`config.mk`:
```
export PLATFORM = sky130hd
export DESIGN_NAME = integer_to_radix_string_top
export DESIGN_NICKNAME = d
export VERILOG_FILES = /design/src/design/itrs_pkg.sv /design/src/design/integer_to_radix_string_top.sv /design/src/design/itrs_div.sv
export SDC_FILE = /design/constraint.sdc
export NUM_CORES = 1
export LEC_CHECK = 0
export ABC_CLOCK_PERIOD_IN_PS = 30100
export BUFFER_PORTS_ARGS = -buffer_cell sky130_fd_sc_hd__buf_2
export CORE_ASPECT_RATIO = 0.9
export CORE_MARGIN = 4
export CORE_UTILIZATION = 65
export DETAILED_ROUTE_END_ITERATION = 8
export HOLD_SLACK_MARGIN = 0.15
export PLACE_DENSITY = 0.84
export SYNTH_ARGS = -nofsm -noshare
export SYNTH_HDL_FRONTEND = slang
export SYNTH_SLANG_ARGS = --single-unit
```
`constraint.sdc`:
```
create_clock -name clk -period 30.1 [get_ports clk]
set_clock_uncertainty 0.15 [all_clocks]
set_input_delay 3.01 -clock clk [delete_from_list [all_inputs] [get_ports clk]]
set_output_delay 3.01 -clock clk [all_outputs]
set_load 0.01 [all_outputs]
```
`src/design/itrs_pkg.sv`:
```
// ============================================================================
// itrs_pkg - integer to radix string shared definitions
// Widths, character codes, divider sizing and the digit-to-ASCII mapping.
// ============================================================================
package itrs_pkg;

    localparam int VALUE_WIDTH = 32;
    localparam int RADIX_W     = 5;
    localparam int DIGIT_W     = 4;
    localparam int CHAR_W      = 8;

    localparam logic [RADIX_W-1:0] RADIX_RESET = 5'd10;
    localparam logic [RADIX_W-1:0] RADIX_MIN   = 5'd2;
    localparam logic [RADIX_W-1:0] RADIX_MAX   = 5'd16;

    // quotient bits resolved per divider cycle
    localparam int DIV_BITS   = 8;
    localparam int DIV_CYCLES = (VALUE_WIDTH + DIV_BITS - 1) / DIV_BITS;
    localparam int DIV_QW     = DIV_CYCLES * DIV_BITS;
    localparam int DIV_CNT_W  = (DIV_CYCLES > 1) ? $clog2(DIV_CYCLES) : 1;

    // digit count: up to VALUE_WIDTH digits in base 2
    localparam int NDIG_W = $clog2(VALUE_WIDTH + 1);

    localparam logic [CHAR_W-1:0]  CHAR_MINUS = 8'h2d;
    localparam logic [CHAR_W-1:0]  CHAR_ZERO  = 8'h30;
    localparam logic [CHAR_W-1:0]  CHAR_A     = 8'h61;
    localparam logic [DIGIT_W-1:0] DIGIT_TEN  = 4'd10;

    typedef struct packed {
        logic                   done;
        logic [VALUE_WIDTH-1:0] quot;
        logic [DIGIT_W-1:0]     rem;
    } div_res_t;

    function automatic logic [CHAR_W-1:0] digit_char(input logic [DIGIT_W-1:0] d);
        logic [CHAR_W-1:0] c;
        if (d < DIGIT_TEN)
        begin
            c = CHAR_ZERO + CHAR_W'(d);
        end
        else
        begin
            c = CHAR_A + CHAR_W'(d - DIGIT_TEN);
        end
        return c;
    endfunction

endpackage

```
`src/design/integer_to_radix_string_top.sv`:
```
// ============================================================================
// integer_to_radix_string_top - signed integer to ASCII text in radix 2..16
// Emits '-' for negatives, then digits most significant first, tlast on the
// final character.
// ============================================================================
// Each digit costs one pass through the shared divider, then each character
//   leaves through the output register, which holds it while m_axis_tready is low.
// The input is not ready until the last character is loaded, so a new value
//   is taken only once the previous one has its last character in the output register.
// Reset: radix returns to 10, block idle, output empty.
module integer_to_radix_string_top (
    input  logic                             clk,
    input  logic                             rst_n,
    input  logic                             s_axis_tvalid,
    output logic                             s_axis_tready,
    input  logic [itrs_pkg::VALUE_WIDTH-1:0] s_axis_tdata,   // [31:0] value
    output logic                             m_axis_tvalid,
    input  logic                             m_axis_tready,
    output logic [itrs_pkg::CHAR_W-1:0]      m_axis_tdata,   // [7:0] character
    output logic                             m_axis_tlast,
    input  logic                             cfg_valid,
    output logic                             cfg_ready,
    input  logic [itrs_pkg::RADIX_W-1:0]     cfg_data        // [4:0] radix
);
    import itrs_pkg::*;

    typedef enum logic [3:0] {
        ST_IDLE = 4'b0001,
        ST_DIV  = 4'b0010,
        ST_SIGN = 4'b0100,
        ST_EMIT = 4'b1000
    } state_t;

    state_t                 state_reg;
    logic [RADIX_W-1:0]     radix_reg;
    logic                   neg_reg;
    logic [NDIG_W-1:0]      ndig_reg;
    logic [DIGIT_W-1:0]     stk_reg [VALUE_WIDTH];
    logic                   out_valid_reg;
    logic [CHAR_W-1:0]      out_char_reg;
    logic                   out_last_reg;

    logic                   in_acc;
    logic                   out_load;
    logic                   char_load;
    logic                   push;
    logic                   pop;
    logic                   div_start;
    logic [VALUE_WIDTH-1:0] mag_in;
    logic [VALUE_WIDTH-1:0] div_dividend;
    logic                   quot_zero;
    div_res_t               div_res;

    assign s_axis_tready = (state_reg == ST_IDLE);
    assign cfg_ready     = 1'b1;
    assign in_acc        = s_axis_tvalid && s_axis_tready;
    assign out_load      = !out_valid_reg || m_axis_tready;
    assign char_load     = ((state_reg == ST_SIGN) || (state_reg == ST_EMIT)) && out_load;

    assign mag_in       = s_axis_tdata[VALUE_WIDTH-1] ? (~s_axis_tdata + 1'b1) : s_axis_tdata;
    assign quot_zero    = (div_res.quot == '0);
    assign push         = (state_reg == ST_DIV) && div_res.done;
    assign pop          = (state_reg == ST_EMIT) && out_load;
    assign div_start    = in_acc || (push && !quot_zero);
    assign div_dividend = (state_reg == ST_IDLE) ? mag_in : div_res.quot;

    itrs_div u_div (
        .clk      (clk),
        .rst_n    (rst_n),
        .start    (div_start),
        .dividend (div_dividend),
        .radix    (radix_reg),
        .res      (div_res)
    );

    always_ff @(posedge clk or negedge rst_n)
    begin
        if (!rst_n)
        begin
            radix_reg <= RADIX_RESET;
        end
        else if (cfg_valid && cfg_ready)
        begin
            if (cfg_data < RADIX_MIN)
            begin
                radix_reg <= RADIX_MIN;
            end
            else if (cfg_data > RADIX_MAX)
            begin
                radix_reg <= RADIX_MAX;
            end
            else
            begin
                radix_reg <= cfg_data;
            end
        end
    end

    always_ff @(posedge clk or negedge rst_n)
    begin
        if (!rst_n)
        begin
            state_reg     <= ST_IDLE;
            ndig_reg      <= '0;
            neg_reg       <= 1'b0;
            out_valid_reg <= 1'b0;
        end
        else
        begin
            if (char_load)
            begin
                out_valid_reg <= 1'b1;
            end
            else if (m_axis_tready)
            begin
                out_valid_reg <= 1'b0;
            end
            unique case (state_reg)
                ST_IDLE:
                begin
                    if (in_acc)
                    begin
                        neg_reg   <= s_axis_tdata[VALUE_WIDTH-1];
                        ndig_reg  <= '0;
                        state_reg <= ST_DIV;
                    end
                end
                ST_DIV:
                begin
                    if (div_res.done)
                    begin
                        ndig_reg <= ndig_reg + 1'b1;
                        if (quot_zero)
                        begin
                            state_reg <= neg_reg ? ST_SIGN : ST_EMIT;
                        end
                    end
                end
                ST_SIGN:
                begin
                    if (out_load)
                    begin
                        state_reg <= ST_EMIT;
                    end
                end
                ST_EMIT:
                begin
                    if (out_load)
                    begin
                        ndig_reg <= ndig_reg - 1'b1;
                        if (ndig_reg == NDIG_W'(1))
                        begin
                            state_reg <= ST_IDLE;
                        end
                    end
                end
                default:
                begin
                    state_reg <= ST_IDLE;
                end
            endcase
        end
    end

    // digit stack: push at the bottom while dividing, pop from there to emit
    always_ff @(posedge clk)
    begin
        if (push)
        begin
            stk_reg[0] <= div_res.rem;
            for (int i = 1; i < VALUE_WIDTH; i++)
            begin
                stk_reg[i] <= stk_reg[i-1];
            end
        end
        else if (pop)
        begin
            for (int i = 0; i < VALUE_WIDTH - 1; i++)
            begin
                stk_reg[i] <= stk_reg[i+1];
            end
        end
    end

    always_ff @(posedge clk)
    begin
        if ((state_reg == ST_SIGN) && out_load)
        begin
            out_char_reg <= CHAR_MINUS;
            out_last_reg <= 1'b0;
        end
        else if (pop)
        begin
            out_char_reg <= digit_char(stk_reg[0]);
            out_last_reg <= (ndig_reg == NDIG_W'(1));
        end
    end

    assign m_axis_tvalid = out_valid_reg;
    assign m_axis_tdata  = out_char_reg;
    assign m_axis_tlast  = out_last_reg;

endmodule

```
`src/design/itrs_div.sv`:
```
// ============================================================================
// itrs_div - iterative divider by a small radix
// Restoring division, DIV_BITS quotient bits per cycle; quotient and
// remainder are valid in the cycle that done is high.
// ============================================================================
module itrs_div (
    input  logic                             clk,
    input  logic                             rst_n,
    input  logic                             start,
    input  logic [itrs_pkg::VALUE_WIDTH-1:0] dividend,
    input  logic [itrs_pkg::RADIX_W-1:0]     radix,
    output itrs_pkg::div_res_t               res
);
    import itrs_pkg::*;

    logic                 busy_reg;
    logic                 done_reg;
    logic [DIV_CNT_W-1:0] cnt_reg;
    logic [DIV_QW-1:0]    q_reg;
    logic [DIGIT_W-1:0]   r_reg;

    logic [DIV_QW-1:0]    q_next;
    logic [DIGIT_W-1:0]   r_next;
    logic [RADIX_W-1:0]   trial;

    always_comb
    begin
        q_next = q_reg;
        r_next = r_reg;
        trial  = '0;
        for (int i = 0; i < DIV_BITS; i++)
        begin
            trial  = {r_next, q_next[DIV_QW-1]};
            q_next = {q_next[DIV_QW-2:0], 1'b0};
            if (trial >= radix)
            begin
                trial     = trial - radix;
                q_next[0] = 1'b1;
            end
            r_next = trial[DIGIT_W-1:0];
        end
    end

    always_ff @(posedge clk or negedge rst_n)
    begin
        if (!rst_n)
        begin
            busy_reg <= 1'b0;
            done_reg <= 1'b0;
            cnt_reg  <= '0;
        end
        else
        begin
            done_reg <= busy_reg && (cnt_reg == '0);
            if (start)
            begin
                busy_reg <= 1'b1;
                cnt_reg  <= DIV_CNT_W'(DIV_CYCLES - 1);
            end
            else if (busy_reg)
            begin
                if (cnt_reg == '0)
                begin
                    busy_reg <= 1'b0;
                end
                else
                begin
                    cnt_reg <= cnt_reg - 1'b1;
                end
            end
        end
    end

    always_ff @(posedge clk)
    begin
        if (start)
        begin
            q_reg <= DIV_QW'(dividend);
            r_reg <= '0;
        end
        else if (busy_reg)
        begin
            q_reg <= q_next;
            r_reg <= r_next;
        end
    end

    assign res.done = done_reg;
    assign res.quot = q_reg[VALUE_WIDTH-1:0];
    assign res.rem  = r_reg;

endmodule

```
* Word-level counts from Yosys, hierarchy flattened
Memories as Yosys holds them, arrays and structs flattened.
Cells that the tools add are included.
** Storage, ports and cells
- Register bits :: 66
- Bits in latches :: 0
- Memory bits (writable) :: 128
- Memory bits (read-only) :: 0
- Bits of input ports :: 42
- Output and inout port bits :: 12
- Memories kept :: 1
** Cells by class
- Add/subtract/negate cells :: 15
- $mul :: 0
- Divide/modulo/power cells :: 0
- $lt $le $gt $ge :: 11
- Equal/unequal tests :: 13
- Shift-type cells :: 0
- Multiplexer cells :: 79
- Bitwise operators :: 32
- Reduce and logical (&&, ||, !) cells :: 22
** Memory list
- stk_reg :: depth 32, bits a word 4, rd ports 32, clocked after Yosys merged registers in 0, write ports 32, line integer_to_radix_string_top.sv:38 : logic [DIGIT_W-1:0] stk_reg [VALUE_WIDTH];
** Operators with widths (count)
- 4-bit 2-to-1 mux :: 46
- 32-bit 2-to-1 mux :: 4
- 5-bit >= comparator :: 8
- 32-bit by 1-bit adder with 32-bit output (second input constant) :: 1
- 32-bit logical NOT :: 1
- 32-bit inverter :: 1
- 4-bit subtractor :: 8
- 1-bit OR :: 31
- 1-bit 2-to-1 mux :: 18
- 6-bit 2-to-1 mux :: 3
- 6-bit case mux with 3 select lines :: 1
- 4-bit case mux with 4 select lines :: 1
- 5-bit 2-to-1 mux :: 2
- 2-bit != test (second input constant) :: 5
- 7-bit by 8-bit adder with 8-bit output (first input constant) :: 1
- 8-bit 2-to-1 mux :: 1
- 6-bit by 4-bit adder with 7-bit output (first input constant) :: 1
- 1-bit logical AND :: 7
- 6-bit by 1-bit adder with 6-bit output (second input constant) :: 1
- 6-bit by 1-bit == test with 1-bit output (second input constant) :: 1
- 2-bit 2-to-1 mux :: 3
- 2-bit by 1-bit != test with 1-bit output (second input constant) :: 3
- 2-bit AND reduction :: 3
- 6-bit AND reduction :: 1
- other kinds (16) :: 20

* Logic depth before layout (Yosys ltp)
Gate-level depths: netlist (run 1).
- Depth in word-level cells :: 18
- Gate-level depth with buffers :: 52
- Depth with buffers taken out :: 51

* Hierarchy
From an unflattened synthesis (run 1), not the netlist that was laid out.
** Unflattened totals
- Cells, all modules :: 1120
- Area total of the unflattened synthesis :: 11768.8 µm²
** Modules (own cells, without submodules)
- integer_to_radix_string_top :: times used 1, cells an instance 785, area each 8300.5 µm²
- itrs_div :: times used 1, cells an instance 335, area each 3468.3 µm²

* Worst setup path before layout (run 1)
No wires, ideal clock.
- Path type :: reg-to-reg
- From :: register radix_reg[1]
- To :: register u_div.r_reg[1]
- Setup time :: 136 ps
- Arrival :: 11166 ps
- Data required time :: 29814 ps
- Path slack :: 18648 ps
- Stages on the path, launching flop included :: 49
- Path buffers :: 1
- Clock period less this slack :: 11452 ps
- Path through :: dfstp_2 -> inv_1 -> ha_1 -> nor2b_1 -> o31a_1 -> o31ai_1 -> nand2_1 -> mux2i_1 -> inv_1 -> ha_1 -> o21ai_1 -> a21oi_1 -> o22ai_2 -> mux2_2 -> inv_1 -> ha_1 -> and4_1 -> or3_1 -> (+13 left out) -> inv_1 -> ha_1 -> nor2b_1 -> o31a_1 -> o22ai_1 -> mux2_2 -> inv_1 -> ha_1 -> o21a_1 -> o31a_1 -> o22ai_1 -> mux2i_1 -> ha_1 -> a21o_1 -> a31oi_1 -> o21ai_1 -> mux2i_1 -> a211oi_1
** On the way
- Cells in the longest elaborated chain, start to end :: 16
- Elaborated cells between the ends (all ways) :: 24
- Those cells by class :: add/sub (8); order compare (8); mux (8)
** RTL lines
- start: declaration :: line integer_to_radix_string_top.sv:35 : logic [RADIX_W-1:0] radix_reg;
- start signal: assignment :: line integer_to_radix_string_top.sv:94 : radix_reg <= cfg_data;
- 4-bit subtractor or 5-bit >= comparator (tied branches) :: line itrs_div.sv:37, itrs_div.sv:35
- 4-bit 2-to-1 mux :: line itrs_div.sv:35 : if (trial >= radix)
- 4-bit subtractor or 5-bit >= comparator (tied branches) :: line itrs_div.sv:37, itrs_div.sv:35
- 4-bit 2-to-1 mux :: line itrs_div.sv:35
- 4-bit subtractor or 5-bit >= comparator (tied branches) :: line itrs_div.sv:37, itrs_div.sv:35
- 4-bit 2-to-1 mux :: line itrs_div.sv:35
- 5-bit >= comparator or 4-bit subtractor (tied branches) :: line itrs_div.sv:35, itrs_div.sv:37
- 4-bit 2-to-1 mux :: line itrs_div.sv:35
- 4-bit subtractor or 5-bit >= comparator (tied branches) :: line itrs_div.sv:37, itrs_div.sv:35
- 4-bit 2-to-1 mux :: line itrs_div.sv:35
- 4-bit subtractor or 5-bit >= comparator (tied branches) :: line itrs_div.sv:37, itrs_div.sv:35
- 4-bit 2-to-1 mux :: line itrs_div.sv:35
- 5-bit >= comparator or 4-bit subtractor (tied branches) :: line itrs_div.sv:35, itrs_div.sv:37
- 4-bit 2-to-1 mux :: line itrs_div.sv:35
- 4-bit subtractor or 5-bit >= comparator (tied branches) :: line itrs_div.sv:37, itrs_div.sv:35
- 4-bit 2-to-1 mux (*) :: line itrs_div.sv:35
- end signal: assignment :: line itrs_div.sv:84 : r_reg <= r_next;
- end: declaration :: line itrs_div.sv:20 : logic [DIGIT_W-1:0] r_reg;
Mark *: on every way between the ends. The rest lies on a longest branch, timed or not.
A chain may end at the register's enable or synchronous reset.

* Worst setup path after layout (run 1)
- From :: register radix_reg[1]
- To :: register u_div.r_reg[0]
** On the way
- Cells in the longest elaborated chain, start to end :: 16
- Elaborated cells between the ends (all ways) :: 23
- Those cells by class :: add/sub (7); order compare (8); mux (8)
** RTL lines (line)
- 4-bit subtractor or 5-bit >= comparator (tied branches) :: itrs_div.sv:37, itrs_div.sv:35
- 4-bit 2-to-1 mux :: itrs_div.sv:35
- 4-bit subtractor or 5-bit >= comparator (tied branches) :: itrs_div.sv:37, itrs_div.sv:35
- 4-bit 2-to-1 mux :: itrs_div.sv:35
- 4-bit subtractor or 5-bit >= comparator (tied branches) :: itrs_div.sv:37, itrs_div.sv:35
- 4-bit 2-to-1 mux :: itrs_div.sv:35
- 5-bit >= comparator or 4-bit subtractor (tied branches) :: itrs_div.sv:35, itrs_div.sv:37
- 4-bit 2-to-1 mux :: itrs_div.sv:35
- 4-bit subtractor or 5-bit >= comparator (tied branches) :: itrs_div.sv:37, itrs_div.sv:35
- 4-bit 2-to-1 mux :: itrs_div.sv:35
- 4-bit subtractor or 5-bit >= comparator (tied branches) :: itrs_div.sv:37, itrs_div.sv:35
- 4-bit 2-to-1 mux :: itrs_div.sv:35
- 4-bit subtractor or 5-bit >= comparator (tied branches) :: itrs_div.sv:37, itrs_div.sv:35
- 4-bit 2-to-1 mux :: itrs_div.sv:35
- 5-bit >= comparator (*) :: itrs_div.sv:35
- 4-bit 2-to-1 mux (*) :: itrs_div.sv:35
Marks and branches as above.

==> results.rst, run 1 <==
.. list-table::
   :header-rows: 1

   * - Metric
     - Value
   * - Final #Nets
     - 1,263
   * - Worst skew pair latency
     - 0.43 ns
   * - Total GRT Usage
     - approximately a quarter
   * - Cts hold-fix bufs
     - 0
   * - Main combinational cell family by area after synthesis
     - simple AND/OR/NAND/NOR gates
   * - Estimated wirelength of the detail-placed design
     - between 10 and 15 mm
   * - Number of enable-type register cells in the synthesized netlist
     - 160
   * - Flip-flop count of the largest register, all copies and words added
     - 128
   * - Synthesized-area fraction occupied by xor and xnor cells
     - about 3.5%
   * - Min Clock Period, post-route
     - 13.15 ns
   * - Setup slack of the most critical reg-to-reg path
     - 16.95 ns
   * - CTS Buf Count
     - 17
   * - Cell variety after synth
     - roughly 80
   * - Length in cells of the worst reg-to-reg path
     - 48
   * - Path type of the worst min-delay path
     - reg2reg
   * - Post-synthesis compound-gate area fraction
     - around a tenth
   * - Overall overflow remaining after global route
     - 0
   * - Clock Sink Count
     - 194
   * - Number of global-route vias before repair
     - 7,429
   * - Maximum frequency from static timing analysis
     - 76.05 MHz
   * - Count of fill cells added during filler insertion
     - around 1,100
   * - Cell at the slowest stage of the critical path
     - dfstp_2
   * - Reg-to-reg startpoint
     - radix_reg[1]
   * - Post-CTS Setup Repair Bufs
     - 0
   * - Number of routed nets with antenna violations
     - 0
   * - Largest net degree at the start of global routing
     - 82
   * - Overall die height
     - 130.7 um
   * - Global-route wire length before repair
     - about 36 mm
   * - Data required time of the worst path
     - 30.21 ns
   * - Placement Rows
     - 44
   * - Synth-to-layout area growth
     - 8.329%
   * - Drt total wl
     - roughly 22 mm
   * - Max-slew headroom
     - 24.94%
   * - Most common flop cell mapped by yosys
     - edfxtp_1
   * - Post-synthesis share of cell area spent on full adders, half adders and majority gates
     - 7.109%
   * - Top-Level Pins
     - 54
   * - Number of nets produced by synthesis
     - ~1,200
   * - Clock Root Buffer
     - clkbuf_16
   * - Final setup violating endpoints
     - 0
   * - Post-route fraction of the period consumed by the critical path
     - 43.68%
   * - Transition at the pin with the smallest max-transition slack
     - 1.122 ns
   * - Unrepaired setup endpoints after global routing
     - false
   * - Library cell with the largest summed area after synthesis
     - edfxtp_1
   * - Via count of the routed design
     - 8,197
   * - Top cell type's share of synthesized area
     - 44.17%
   * - Via count normalized by instance count
     - 5.923
   * - Number of max-cap violations
     - 0
   * - I/O Buffers
     - 52
   * - Clock input transition at the sequential cells of the worst setup and hold paths
     - 0.08 ns
   * - Critical path capture point
     - u_div.r_reg[0]
   * - Min Hold Slack
     - roughly 0.30 ns
   * - Setup TNS
     - 0 ns
   * - Share of synthesized flip-flops with an asynchronous set or reset
     - approximately 11%
   * - Most frequent cell after synthesis
     - nand2_1
   * - Post-synthesis share of cell area spent on and, or, nand and nor gates
     - 21.88%
   * - CP Launch Type
     - flop
   * - R2r endpoint
     - u_div.r_reg[0]
   * - Final hold viol count
     - 0
   * - Initial antenna violation count
     - 0
   * - Starting density of the core
     - around two thirds
   * - Final weighted congestion in routability-driven placement
     - 0.8672
   * - Residual DRC
     - 0
   * - Fraction of final layout cells sized beyond drive strength 1
     - 10.11%
   * - Worst setup EP type
     - flop
   * - Number of gates given a new drive strength after cts
     - 0
   * - Data arrival, critical path
     - 13.26 ns
   * - Detailed router's first-iteration violation count
     - 791
   * - Synth Register Bits
     - 194
   * - Syn Inst Count
     - 1,138
   * - Launch point of the critical path
     - radix_reg[1]
   * - Type of the setup path with the least slack
     - reg2reg
   * - Top fanout value on the critical path
     - 11
   * - Avg Cell Area, Syn
     - 9.558 um2
   * - Top cells by instance count after synthesis
     - nand2_1 (419), edfxtp_1 (160), nor2_1 (55)
   * - TritonRoute pass-1 iters
     - 6
   * - Yosys warning count
     - 0
   * - Diodes inserted
     - 0
   * - Area used by multi-input combinational logic
     - 4920 um2
   * - Count of H-tree levels built during CTS
     - 4
   * - Clock tree from TritonCTS
     - done
   * - Post-Syn Area
     - 10,880 um2
   * - Die outline area
     - around 19,000 um2
   * - DIE WIDTH
     - 144.4 um
   * - Final Max Slew Viols
     - 0
   * - Routed wire length per instance
     - 15.88 um
   * - Standard cell core area
     - roughly 16,000 um2
   * - Maximum number of buffers from clock root to sink
     - 2
   * - Multiplexer share of the synthesized area
     - 2.048%
   * - Sequential-to-total area share from yosys stat
     - approximately half
   * - Area of all sequential standard cells
     - 5594 um2
   * - Largest cells by area after synthesis
     - edfxtp_1 (44%), nand2_1 (14%), ha_1 (5.6%), dfrtp_1 (4.1%), xor2_1 (2.4%)
   * - Crit-path most repeated cell
     - ha_1
   * - Run status
     - complete, no violations
   * - Maximum single-stage delay on the critical path
     - 0.68 ns
==> cell usage in the layout (no fill, tap or decap), types with 7 or more instances in the layout <==
cell type | netlist | final
a21oi_1 | 45 | 45
a31oi_1 | 7 | 7
buf_2 | 6 | 52
clkbuf_16 | 0 | 17
dfrtp_1 | 18 | 18
dfxtp_1 | 13 | 13
edfxtp_1 | 160 | 160
fa_1 | 8 | 8
ha_1 | 49 | 49
inv_1 | 37 | 37
mux2_2 | 9 | 9
mux2i_1 | 11 | 11
nand2_1 | 419 | 416
nand3_1 | 8 | 8
nand4_1 | 9 | 9
nor2_1 | 55 | 55
nor2b_1 | 7 | 7
nor3_1 | 7 | 7
nor4_1 | 11 | 11
o21a_1 | 12 | 12
o21ai_0 | 32 | 32
o31ai_1 | 12 | 12
o41ai_1 | 8 | 8
xnor2_1 | 14 | 14
xor2_1 | 30 | 30
==> worst min path at each step <==
| stage | from | endpoint | slack [ns] | cells past startpoint |
|---|---|---|---|---|
| after global placement | stk_reg[3][26] | stk_reg[3][30] | 0.28 | 0 |
| after global routing | stk_reg[3][27] | stk_reg[3][31] | 0.31 | 0 |
| after CTS | stk_reg[3][26] | stk_reg[3][30] | 0.31 | 0 |
| after floorplan | stk_reg[3][24] | stk_reg[3][28] | 0.28 | 0 |
| after detailed placement | stk_reg[3][26] | stk_reg[3][30] | 0.29 | 0 |
| final | stk_reg[3][26] | stk_reg[3][30] | 0.30 | 0 |
==> layout make-up <==
type | instances | share of cell area, %
Tap cell | 207 | 2.198
Inverter | 39 | 1.242
Sequential cell | 194 | 47.48
Clock inverter | 15 | 1.253
Clock buffer | 17 | 3.610
Timing Repair Buffer | 56 | 2.464
Multi-Input combinational cell | 856 | 41.75
==> per-stage QoR <==
stage          cells  util, %  setup WS (ns)  instance area (um2)
6_report        1384    72.30          16.95                11780
5_1_grt         1384    72.30          16.03                11780
4_1_cts         1384    72.30          17.10                11780
3_5_place_dp    1352    68.79          17.12                11210
3_3_place_gp    1352    68.79          17.72                11210
2_1_floorplan   1138        -          18.65                10880
==> logic make-up after synthesis <==
group | Yosys count
buf+inv | 88
compound gates | 173
flops | 194
other cells | 1
fa+ha+maj | 57
simple gates | 560
xor+xnor | 44
mux | 21
==> critical path: cells and delay by family, from the launching register on <==
kind            cells  cell delay [ns]
mux                 5             1.99
compound gates     21             5.47
simple gates       10             1.85
buf+inv             4             0.53
fa+ha+maj           8             2.27
flops               1             0.68
==> per-layer routing <==
layer,global-route usage [%],vias to the layer above,wire length (um)
met5,0,-,0
met4,5.924,0,231
met3,4.039,21,1375
met2,36.67,268,10210
met1,35.24,3900,10160
li1,-,4008,-
Power of run 1 is left out: the tool's default activity adds up to more than one toggle a clock period on the data nets, which glitch-free logic cannot reach.
==> inputs of run 2 (changes only) <==
--- a/config.mk
+++ b/config.mk
@@ -5,14 +5,15 @@
 export SDC_FILE = /design/constraint.sdc
 export NUM_CORES = 1
 export LEC_CHECK = 0
-export ABC_CLOCK_PERIOD_IN_PS = 30100
+export ABC_AREA = 1
+export ABC_CLOCK_PERIOD_IN_PS = 13100
 export BUFFER_PORTS_ARGS = -buffer_cell sky130_fd_sc_hd__buf_2
 export CORE_ASPECT_RATIO = 0.9
 export CORE_MARGIN = 4
-export CORE_UTILIZATION = 65
+export CORE_UTILIZATION = 62
 export DETAILED_ROUTE_END_ITERATION = 8
 export HOLD_SLACK_MARGIN = 0.15
-export PLACE_DENSITY = 0.84
+export PLACE_DENSITY = 0.8
 export SYNTH_ARGS = -nofsm -noshare
 export SYNTH_HDL_FRONTEND = slang
 export SYNTH_SLANG_ARGS = --single-unit
==> constraint.sdc (replaced) <==
create_clock -name clk -period 13.1 [get_ports clk]
set_clock_uncertainty 0.15 [all_clocks]
set_input_delay 1.31 -clock clk [delete_from_list [all_inputs] [get_ports clk]]
set_output_delay 1.31 -clock clk [all_outputs]
set_load 0.01 [all_outputs]
==> results.rst, run 2 <==
.. list-table::
   :header-rows: 1

   * - Metric
     - Value
   * - Run status
     - complete, no violations
   * - Post-CTS Setup Repair Bufs
     - 0 (unchanged)
   * - Unrepaired setup endpoints after global routing
     - false
   * - Clock Root Buffer
     - clkbuf_16
   * - Final #Nets
     - 1,489 (+18%)
   * - Number of enable-type register cells in the synthesized netlist
     - 160 (unchanged)
   * - Type of the setup path with the least slack
     - reg2reg
   * - Placement Rows
     - 46 (+4.5%)
   * - TritonRoute pass-1 iters
     - 5 (-1)
   * - Standard cell core area
     - 17,730 um2 (+8.8%)
   * - Area of all sequential standard cells
     - 5594 um2 (unchanged)
   * - Cell at the slowest stage of the critical path
     - dfstp_2
   * - Via count of the routed design
     - 8,942 (+9.1%)
   * - Count of buffer and inverter cells on the critical path
     - 9 (+5)
   * - Yosys warning count
     - 0 (unchanged)
   * - Maximum number of buffers from clock root to sink
     - 2 (unchanged)
   * - Final weighted congestion in routability-driven placement
     - 0.9630 (+11%)
   * - Top fanout value on the critical path
     - 10 (-1)
   * - DIE WIDTH
     - 150.2 um (+4.0%)
   * - Commonest cells after routing, fill and taps aside
     - nand2_1 (505), edfxtp_1 (160), inv_1 (145)
   * - Setup TNS
     - 0 ns (unchanged)
   * - Number of global-route vias before repair
     - 8,323 (+12%)
   * - Min Clock Period, post-route
     - 10.67 ns (-2.476 ns)
   * - Overall overflow remaining after global route
     - 0 (unchanged)
   * - Cell variety after synth
     - 52 (-33%)
   * - Final Max Slew Viols
     - 0 (unchanged)
   * - Total GRT Usage
     - 23.99% (+0.34 points)
   * - Synth Register Bits
     - 194 (unchanged)
   * - Top cells by instance count after synthesis
     - nand2_1 (506), edfxtp_1 (160), inv_1 (145)
   * - Max-slew headroom
     - 31.27% (+6.3 points)
   * - Estimated wirelength of the detail-placed design
     - 16.34 mm (+13%)
   * - Crit-path most repeated cell
     - nand2_1
   * - Flip-flop count of the largest register, all copies and words added
     - 128 (unchanged)
   * - Sequential-to-total area share from yosys stat
     - 49.59% (-1.8 points)
   * - Final setup violating endpoints
     - 0 (unchanged)
   * - Final hold viol count
     - 0 (unchanged)
   * - Number of nets produced by synthesis
     - 1,454 (+18%)
   * - Largest net degree at the start of global routing
     - 87 (+6.1%)
   * - Worst skew pair latency
     - 0.44 ns (about the same)
   * - Most common cell after layout, fill and taps aside
     - nand2_1
   * - Die outline area
     - 20,420 um2 (+8.2%)
   * - Initial antenna violation count
     - 0 (unchanged)
   * - Detailed router's first-iteration violation count
     - 772 (-2.4%)
   * - Count of fill cells added during filler insertion
     - 1,472 (+30%)
   * - Transition at the pin with the smallest max-transition slack
     - 1.031 ns (-0.09102 ns)
   * - Most frequent cell after synthesis
     - nand2_1
   * - Post-route fraction of the period consumed by the critical path
     - 81.47% (+38 points)
   * - Worst setup EP type
     - flop
   * - Largest cells by area after synthesis
     - edfxtp_1 (43%), nand2_1 (17%), ha_1 (5.4%), inv_1 (4.8%), dfrtp_1 (4.0%)
   * - Overall die height
     - 136.0 um (+4.0%)
   * - Number of max-cap violations
     - 0 (unchanged)
   * - Global-route wire length before repair
     - 39.33 mm (+10%)
   * - Share of synthesized flip-flops with an asynchronous set or reset
     - 10.82% (unchanged)
   * - Clock tree from TritonCTS
     - done
   * - Number of gates given a new drive strength after cts
     - 0 (unchanged)
   * - Cts hold-fix bufs
     - 0 (unchanged)
   * - Library cell with the largest summed area after synthesis
     - edfxtp_1
   * - Fraction of final layout cells sized beyond drive strength 1
     - 8.767% (-1.3 points)
   * - Maximum single-stage delay on the critical path
     - 0.71 ns (+0.03 ns)
   * - Top Family by Delay on Critical Path
     - simple AND/OR/NAND/NOR gates
   * - Final cell utilization of the core
     - 68.99% (-3.3 points)
   * - Clock Sink Count
     - 194 (unchanged)
   * - Area used by multi-input combinational logic
     - 4898 um2 (-0.43%)
   * - Most common flop cell mapped by yosys
     - edfxtp_1
   * - Data required time of the worst path
     - 13.13 ns (-17.08 ns)
   * - Syn Inst Count
     - 1,355 (+19%)
   * - Drt total wl
     - 23.68 mm (+7.7%)
   * - Data arrival, critical path
     - 10.70 ns (-2.56 ns)
   * - Diodes inserted
     - 0 (unchanged)
   * - Count of H-tree levels built during CTS
     - 4 (unchanged)
   * - Residual DRC
     - 0 (unchanged)
   * - Synth-to-layout area growth
     - 8.419% (about the same)
   * - Routed wire length per instance
     - 14.41 um (-9.3%)
   * - Path type of the worst min-delay path
     - reg2reg
   * - Avg Cell Area, Syn
     - 8.325 um2 (-13%)
   * - Maximum frequency from static timing analysis
     - 93.70 MHz (+23%)
   * - CP Launch Type
     - flop
   * - Number of routed nets with antenna violations
     - 0 (unchanged)
   * - Top-Level Pins
     - 54 (unchanged)
   * - Top cell type's share of synthesized area
     - 42.59% (-1.6 points)
   * - CTS Buf Count
     - 17 (unchanged)
   * - I/O Buffers
     - 52 (unchanged)
   * - Via count normalized by instance count
     - 5.442 (-8.1%)
   * - Post-Syn Area
     - 11,280 um2 (+3.7%)
   * - Clock input transition at the sequential cells of the worst setup and hold paths
     - 0.07 ns (about the same)
   * - Starting density of the core
     - 63.64% (-3.1 points)
run 2: cell count changes in the layout (fill, tap and decap cells not counted), sizes merged, moves of 10 or more:
| cell | previous run | this run |
|---|---|---|
| nor4 | 11 | 1 |
| o21a | 12 | 1 |
| nand2 | 420 | 509 |
| nand4 | 9 | 22 |
| nand3 | 9 | 78 |
| a21oi | 45 | 26 |
| o31ai | 13 | 1 |
| inv | 46 | 161 |
| o21ai | 37 | 116 |
| mux2i | 11 | 0 |
| nor2 | 55 | 76 |
run 2: per-layer routing:
layer,share of wire (%),global-route usage [%]
met5,0,0
met2,48,39.60
met3,4.8,3.667
met1,45,32.61
met4,2.4,8.283
run 2: path summary, 6_finish.rpt:
kind                                start        endpoint  slack (ns)  cells past startpoint
min in group asynchronous           rst_n    radix_reg[0]        0.69                      1
max reg2reg                  radix_reg[1]  u_div.q_reg[0]        2.43                     60
min reg2reg                stk_reg[3][24]  stk_reg[3][28]        0.30                      0
max in group asynchronous           rst_n    state_reg[0]       11.74                      1
min                        stk_reg[3][24]  stk_reg[3][28]        0.30                      0
max                          radix_reg[1]  u_div.q_reg[0]        2.43                     60
run 2: layout make-up:
class                      count  share of cell area, %
clock buffer                  17                  3.478
clock inverter                15                  1.054
multi-input combinational    963                  40.05
tap                          240                  2.455
timing repair buffer          56                  2.373
inverter                     158                  4.849
sequential                   194                  45.74
run 2: worst reg2reg max path, delay by kind of cell, from the launching register on:
kind	cells	cell delay, ns
buffers and inverters	9	1.38
AND/OR/NAND/NOR	32	3.91
flip-flops	1	0.71
AO/OA/AOI/OAI	11	1.90
adder cells (fa/ha/maj)	8	2.38
run 2: logic make-up (layout without fill, tap and decap cells):
kind of cell / Yosys count / in the layout / synth area share [%]
AND/OR/NAND/NOR: 713 / 713 / 26.34
AO/OA/AOI/OAI: 158 / 158 / 7.465
XOR/XNOR: 33 / 33 / 2.562
multiplexers: 1 / 1 / 0.09982
adder cells (fa/ha/maj): 57 / 57 / 6.854
flip-flops: 194 / 194 / 49.59
other: 1 / 1 / 0.03324
buffers and inverters: 198 / 246 / 7.054
run 2: through the flow:
step | worst slack, ns | cell area, um2 | instances | hold WS, ns
3_5_place_dp | 2.658 | 11680 | 1611 | 0.2876
4_1_cts | 2.571 | 12230 | 1643 | 0.3044
3_3_place_gp | 3.256 | 11680 | 1611 | 0.2828
5_1_grt | 1.336 | 12230 | 1643 | 0.3145
2_1_floorplan | 4.017 | 11280 | 1355 | 0.2768
6_report | 2.427 | 12230 | 1643 | 0.3046
Power of run 2 is left out for the same reason.
